## config.mk

```make
export PLATFORM = sky130hd
export DESIGN_NAME = voice_allocator_key_masks
export DESIGN_NICKNAME = d
export VERILOG_FILES = /design/src/design/vak_pkg.sv /design/src/design/vak_cell.sv /design/src/design/voice_allocator_key_masks.sv
export SDC_FILE = /design/constraint.sdc
export NUM_CORES = 2
export LEC_CHECK = 0
export BUFFER_PORTS_ARGS = -buffer_cell sky130_fd_sc_hd__buf_2
export CORE_ASPECT_RATIO = 0.6
export CORE_MARGIN = 2
export CORE_UTILIZATION = 40
export CTS_BUF_LIST = sky130_fd_sc_hd__clkbuf_16
export CTS_CLUSTER_DIAMETER = 50
export CTS_CLUSTER_SIZE = 25
export DETAILED_ROUTE_END_ITERATION = 16
export PLACE_DENSITY = 0.67
export RECOVER_POWER = 25
export SYNTH_ARGS = -nofsm -noshare
export SYNTH_HDL_FRONTEND = slang
export SYNTH_SLANG_ARGS = --single-unit
```

## constraint.sdc

```tcl
create_clock -name i_clk -period 5.52 [get_ports i_clk]
set_input_delay 0.276 -clock i_clk [delete_from_list [all_inputs] [get_ports i_clk]]
set_output_delay 0.276 -clock i_clk [all_outputs]
set_load 0.02 [all_outputs]
```

## src/design/vak_pkg.sv

```systemverilog
package vak_pkg;

    localparam int NUM_VOICES = 24;
    localparam int VOICE_W    = 5;
    localparam int MASK_W     = 24;
    localparam int TRACK_W    = 8;
    localparam int NOTE_W     = 7;
    localparam int ACT_W      = 2;
    localparam int IN_DATA_W  = 16;
    localparam int OUT_DATA_W = 80;

    localparam logic [ACT_W-1:0] ACT_NOTE_ON  = 2'd0;
    localparam logic [ACT_W-1:0] ACT_NOTE_OFF = 2'd1;
    localparam logic [ACT_W-1:0] ACT_TICK     = 2'd2;

    // request travelling down the voice chain, picking up mask bits as it goes
    typedef struct packed {
        logic               valid;
        logic [ACT_W-1:0]   action;
        logic [TRACK_W-1:0] track;
        logic [NOTE_W-1:0]  note;
        logic               rev;
        logic               found;
        logic [VOICE_W-1:0] voice;
        logic [MASK_W-1:0]  on_mask;
        logic [MASK_W-1:0]  off_mask;
        logic [MASK_W-1:0]  rev_mask;
    } t_token;

endpackage

```

## src/design/vak_cell.sv

```systemverilog
module vak_cell (
    input  logic                         i_clk,
    input  logic                         i_rst_n,
    input  logic [vak_pkg::VOICE_W-1:0]  i_idx,
    input  logic [vak_pkg::MASK_W-1:0]   i_bit,
    input  vak_pkg::t_token              i_tok,
    output vak_pkg::t_token              o_tok
);
    import vak_pkg::*;

    logic               r_busy;
    logic [TRACK_W-1:0] r_track;
    logic [NOTE_W-1:0]  r_note;
    logic               r_on;
    logic               r_off;
    logic               r_rev;
    t_token             r_tok;

    logic               n_busy;
    logic               n_claim;
    logic               n_on;
    logic               n_off;
    logic               n_rev;
    t_token             n_tok;

    always_comb begin
        n_busy  = r_busy;
        n_claim = 1'b0;
        n_on    = r_on;
        n_off   = r_off;
        n_rev   = r_rev;
        n_tok   = i_tok;
        if (i_tok.valid && !i_tok.found) begin
            case (i_tok.action)
                ACT_NOTE_ON: begin
                    if (!r_busy) begin
                        n_busy      = 1'b1;
                        n_claim     = 1'b1;
                        n_on        = 1'b1;
                        n_rev       = i_tok.rev;
                        n_tok.found = 1'b1;
                        n_tok.voice = i_idx;
                    end
                end
                ACT_NOTE_OFF: begin
                    if (r_busy && r_track == i_tok.track && r_note == i_tok.note) begin
                        n_busy      = 1'b0;
                        n_off       = 1'b1;
                        n_rev       = 1'b0;
                        n_tok.found = 1'b1;
                        n_tok.voice = i_idx;
                    end
                end
                default: begin
                end
            endcase
        end
        if (i_tok.valid) begin
            if (n_on)  n_tok.on_mask  = i_tok.on_mask | i_bit;
            if (n_off) n_tok.off_mask = i_tok.off_mask | i_bit;
            if (n_rev) n_tok.rev_mask = i_tok.rev_mask | i_bit;
            // tick reports the key bits first, then clears them
            if (i_tok.action == ACT_TICK) begin
                n_on  = 1'b0;
                n_off = 1'b0;
            end
        end
    end

    always_ff @(posedge i_clk) begin
        if (!i_rst_n) begin
            r_busy      <= 1'b0;
            r_on        <= 1'b0;
            r_off       <= 1'b0;
            r_rev       <= 1'b0;
            r_tok.valid <= 1'b0;
        end else begin
            r_busy <= n_busy;
            r_on   <= n_on;
            r_off  <= n_off;
            r_rev  <= n_rev;
            r_tok  <= n_tok;
        end
    end

    always_ff @(posedge i_clk) begin
        if (n_claim) begin
            r_track <= i_tok.track;
            r_note  <= i_tok.note;
        end
    end

    assign o_tok = r_tok;

endmodule

```

## src/design/voice_allocator_key_masks.sv

```systemverilog
// Voice allocator: each transaction is a note-on, note-off or tick (in tuser) and returns
// exactly one result. The voices form a chain of cells, one per voice; a request steps
// through one cell per clock. A new one is accepted only once the previous request has
// left the chain and the spare result slot is empty, so only one transaction is in the
// chain at a time. A note-on claims the lowest free voice, a note-off frees the lowest
// busy voice owned by the same track
// and note, and a tick reports then clears the key-on and key-off masks. The reverb mask
// persists. Found is 0 (and voice 0) when nothing was allocated or freed. A finished
// result waits in an output register backed by one spare slot.
module voice_allocator_key_masks (
    input  logic                             i_clk,
    input  logic                             i_rst_n,
    input  logic                             s_axis_tvalid,
    output logic                             s_axis_tready,
    // track[7:0], note[14:8], reverb_on[15]
    input  logic [vak_pkg::IN_DATA_W-1:0]    s_axis_tdata,
    // action[1:0]
    input  logic [vak_pkg::ACT_W-1:0]        s_axis_tuser,
    output logic                             m_axis_tvalid,
    input  logic                             m_axis_tready,
    // voice[4:0], key_on_mask[28:5], key_off_mask[52:29], reverb_mask[76:53], zeros[79:77]
    output logic [vak_pkg::OUT_DATA_W-1:0]   m_axis_tdata,
    // found[0]
    output logic                             m_axis_tuser
);
    import vak_pkg::*;

    localparam int RES_W = VOICE_W + 3 * MASK_W;

    t_token             w_tok [NUM_VOICES+1];
    t_token             w_exit;
    logic               w_accept;
    logic               w_drain;

    logic               r_run;
    logic               r_out_v;
    logic [RES_W-1:0]   r_out;
    logic               r_out_found;
    logic               r_hold_v;
    logic [RES_W-1:0]   r_hold;
    logic               r_hold_found;
    logic [RES_W-1:0]   w_res;

    assign w_accept = s_axis_tvalid && s_axis_tready;
    assign w_drain  = m_axis_tvalid && m_axis_tready;
    assign s_axis_tready = !r_run && !r_hold_v;

    always_comb begin
        w_tok[0]          = '0;
        w_tok[0].valid    = w_accept;
        w_tok[0].action   = s_axis_tuser;
        w_tok[0].track    = s_axis_tdata[TRACK_W-1:0];
        w_tok[0].note     = s_axis_tdata[TRACK_W+NOTE_W-1:TRACK_W];
        w_tok[0].rev      = s_axis_tdata[TRACK_W+NOTE_W];
    end

    for (genvar g = 0; g < NUM_VOICES; g++) begin : g_cell
        vak_cell u_cell (
            .i_clk   (i_clk),
            .i_rst_n (i_rst_n),
            .i_idx   (VOICE_W'(g)),
            .i_bit   (MASK_W'(1) << g),
            .i_tok   (w_tok[g]),
            .o_tok   (w_tok[g+1])
        );
    end

    assign w_exit = w_tok[NUM_VOICES];
    assign w_res  = {w_exit.rev_mask, w_exit.off_mask, w_exit.on_mask, w_exit.voice};

    always_ff @(posedge i_clk) begin
        if (!i_rst_n) begin
            r_run    <= 1'b0;
            r_out_v  <= 1'b0;
            r_hold_v <= 1'b0;
        end else begin
            if (w_accept) begin
                r_run <= 1'b1;
            end else if (w_exit.valid) begin
                r_run <= 1'b0;
            end
            if (w_drain) begin
                if (r_hold_v) begin
                    r_hold_v <= 1'b0;
                end else if (!w_exit.valid) begin
                    r_out_v <= 1'b0;
                end
            end else if (w_exit.valid) begin
                if (r_out_v) begin
                    r_hold_v <= 1'b1;
                end else begin
                    r_out_v <= 1'b1;
                end
            end
        end
    end

    always_ff @(posedge i_clk) begin
        if (w_drain) begin
            if (r_hold_v) begin
                r_out       <= r_hold;
                r_out_found <= r_hold_found;
            end else if (w_exit.valid) begin
                r_out       <= w_res;
                r_out_found <= w_exit.found;
            end
        end else if (w_exit.valid) begin
            if (r_out_v) begin
                r_hold       <= w_res;
                r_hold_found <= w_exit.found;
            end else begin
                r_out       <= w_res;
                r_out_found <= w_exit.found;
            end
        end
    end

    assign m_axis_tvalid = r_out_v;
    assign m_axis_tdata  = {(OUT_DATA_W - RES_W)'(0), r_out};
    assign m_axis_tuser  = r_out_found;

    // a request leaves the chain only while one is in flight
    a_exit_in_run: assert property (@(posedge i_clk) disable iff (!i_rst_n)
        w_exit.valid |-> r_run)
        else $error("request left the chain with none in flight");

    // only note-on and note-off can find a voice
    a_found_kind: assert property (@(posedge i_clk) disable iff (!i_rst_n)
        (w_exit.valid && w_exit.found) |->
            (w_exit.action == ACT_NOTE_ON || w_exit.action == ACT_NOTE_OFF))
        else $error("voice found on a tick or unused action");

    // the spare slot fills only behind a waiting result
    a_hold_behind_out: assert property (@(posedge i_clk) disable iff (!i_rst_n)
        r_hold_v |-> r_out_v)
        else $error("spare result slot used while output register empty");

    // no request is taken while the chain is busy
    a_one_in_flight: assert property (@(posedge i_clk) disable iff (!i_rst_n)
        w_accept |=> (r_run && !s_axis_tready))
        else $error("second request accepted while chain busy");

endmodule

```

==> impl_metrics.yaml <==
floorplan:
  io_pins: 105
  row_count: 119
  die_w_um: 545.5
  die_area_sq_um: 179400
  core_sq_um: 175100
  initial_core_util: 0.4019
  die_y_um: 328.9
clock_network:
  cts_tree: "built"
  clk_pin_slew_worst_paths_ns: 0.09
  cts_num_sinks: 2066
  cts.path.max_buffers: 3
  cts_root_buffer: "clkbuf_16"
  numCtsBuffers: 108
  clock_latency_ns: 0.78
  cts.htree.levels: 3
timing:
  worst_slew_pin_slew_ns: 3.620
  finalSetupTns_ns: 0
  rsz0062_at_grt: "false"
  finalSetupViolations: 0
  period_share: 0.7057
  relSlewSlack: -1.413
  fmax_mhz: 256.7
  finClkSkew_ns: 0.08381
  post-route-worst-setup-slack_ns: 1.625
  drv_slew: 129
  hold_viol: 0
  period_needed_ns: 3.895
global_routing:
  grt_overflow: 0
  first_global_vias: 27890
  grt_first_pass_wirelength_um: 160800
  gr-usage-all-layers: 0.1117
  antenna_found_initial: 1
  grt_max_degree: 146
cells_and_area:
  finalNetCount: 3684
  utilization: 0.4448
  area_delta_synth_final_pct: 10.68
  final_cell_mix: "1943 x edfxtp_1, 302 x xnor2_1, 123 x dfxtp_1"
  layout_commonest_cell: "edfxtp_1"
  drive_gt1_frac: 0.1147
detailed_routing:
  drt_first_iter_violations: 2726
  vias_per_cell: 4.743
  drc: 0
  wirelength_um: 102000
  routedWlPerCell_um: 16.69
  postRouteAntennaNets: 0
  vias: 28980
  drt-pass1-iter-count: 6
synthesis:
  ys_ff_latch: 2066
  synth_edf_count: 1943
  syn_avg_cell_area_sq_um: 20.54
  synth_top_family_by_area: "simple AND/OR/NAND/NOR gates"
  netlist_area_sq_um: 70370
  syn_inst: 3426
  yosys.area_share.simple: 0.05345
  async_reset_ff_frac: 0
  muxShareOfSynthArea: 0.01321
  yosysUniqueCellTypes: 83
  ys.flop_type: "edfxtp_1"
  synthAdderAreaFrac: 0
  synth_xor_area_frac: 0.04481
  yosysWarningCount: 0
  synth_seq_area_share: 0.8641
  synth_compound_area_frac: 0.02103
min_path:
  holdPathStages: 5
  hp-class: "in -> reg"
power:
  ir_drop_mv: 0.2931
  p_clk_frac: 0.324
  power.total_mw: 27.58
  internal_power_mw: 21.98
  power_density_nw_per_um2: 354.1
  p_sw_mw: 5.594
  swShare: 0.2028
  combPwrFrac: 0.020
  p_seq_frac: 0.656
  leakage_nw: 25.38
worst_setup_path:
  reg2regPathDepth: 5
  critPathLaunchType: "input pin"
  setup.worst_path.class: "in -> reg"
  worst-path-buf-inv: 3
  cpMaxStageDelayCell: "clkbuf_2"
  max_stage_delay_ns: 2.26
  cp_data_required_time_ns: 5.90
  cp.arrival_ns: 4.28
  end_kind: "register"
  path_cells: "clkbuf_2, buf_4, buf_4"
  crit_top_cell: "buf_4"
  cpLargestDelayFamily: "buffers and inverters"
  worst-path-stages: 3
  cp_max_fo: 132
  r2r_slack_ns: 2.72
run_status:
  violations: "max-capacitance violations, max-slew violations"
  status: "finished with violations"
job:
  drv_cap: 1
placement:
  io_buffers: 101
  place_congestion: 0.7731
  dp_hpwl_um: 63620
  place_ws_ns: 2.753
[power groups by stage]
stage	clock network [mW]	registers (mW)	logic (mW)
after floorplan	0	18.3	0.238
final	8.94	18.1	0.538
after global placement	0	18.4	0.521
after CTS	9.28	18.1	0.548
after detailed placement	0	18.5	0.534
after global routing	9.82	18.2	0.597
[area by class of cell]
type | instances | area [sq um]
fill | 14730 | 97210
sequential | 2066 | 60810
multi-input combinational | 1304 | 9412
tap | 2359 | 2952
clock buffer | 110 | 2753
timing repair buffer | 159 | 1041
clock inverter | 87 | 830.8
inverter | 23 | 86.33
antenna | 1 | 2.502
[worst paths after layout]
kind | from | endpoint
setup reg to reg | g_cell[9].u_cell.o_tok[91]$_DFFE_PP_ | g_cell[10].u_cell.o_tok[72]$_DFFE_PP_
hold / removal | s_axis_tvalid | r_run$_SDFFE_PN0P_
hold reg to reg | g_cell[16].u_cell.o_tok[56]$_DFFE_PP_ | g_cell[17].u_cell.o_tok[56]$_DFFE_PP_
setup / recovery | i_rst_n | g_cell[19].u_cell.o_tok[6]$_DFFE_PP_
[tightest hold or removal path: cells and delay by family]
kind            cells  cell delay, ns
compound gates      1            0.06
buf+inv             2            0.31
simple gates        2            0.21
[what timing repair did]
| item | 4_1_cts | 5_1_grt |
|---|---|---|
| endpoints found under the setup margin | 0 | 0 |
| gates resized for setup | 0 | 0 |
| setup buffers | 0 | 0 |
| hold buffers | 19 | 0 |
| hold endpoints to repair | 40 | 0 |
[metrics by stage]
| step | area, sq um | hold WS [ns] | std cells |
|---|---|---|---|
| 2_1_floorplan | 70380 | 0.3749 | 3428 |
| 3_5_place_dp | 74140 | 0.4045 | 5892 |
| 4_1_cts | 77910 | 0.002746 | 6108 |
| 5_1_grt | 77880 | 0.1107 | 6109 |
| 3_3_place_gp | 74140 | 0.4004 | 5892 |
| 6_report | 77880 | 0.1457 | 6109 |
[cell families (layout without fill, tap and decap cells)]
group	Yosys count	after routing
compound gates	208	208
mux	83	83
simple gates	650	650
other cells	1	4
buf+inv	58	379
flops	2066	2066
xor+xnor	360	360
[cells in the mapped netlist (35+ instances only)]
library cell,n,area (sq um)
edfxtp_1,1943,58350
xor2_1,58,508.0
dfxtp_1,123,2462
o21ai_0,44,220.2
nand4_1,102,638.1
nand3_1,36,180.2
xnor2_1,302,2645
and2_1,35,219.0
nor2_1,106,397.9
or3_1,36,225.2
nand2_1,97,364.1
mux2_2,79,889.6
[sequential cells by signal (all words and copies together), names as in the netlist, 24 cells and up]
register,count
g_cell.u_cell.o_tok,1451
g_cell.u_cell.r_track,192
g_cell.u_cell.r_note,168
r_hold,77
r_out,77
g_cell.u_cell.r_busy,24
g_cell.u_cell.r_off,24
g_cell.u_cell.r_on,24
g_cell.u_cell.r_rev,24
[metal layers]
layer	share of wire	global-route usage	vias to the layer above
met4	0.019	0.02716	0
met5	0	0	-
met2	0.40	0.1461	574
met1	0.53	0.1848	14500
li1	-	-	13770
met3	0.052	0.02465	135
Note: power is estimated with default switching activity, not from simulation.
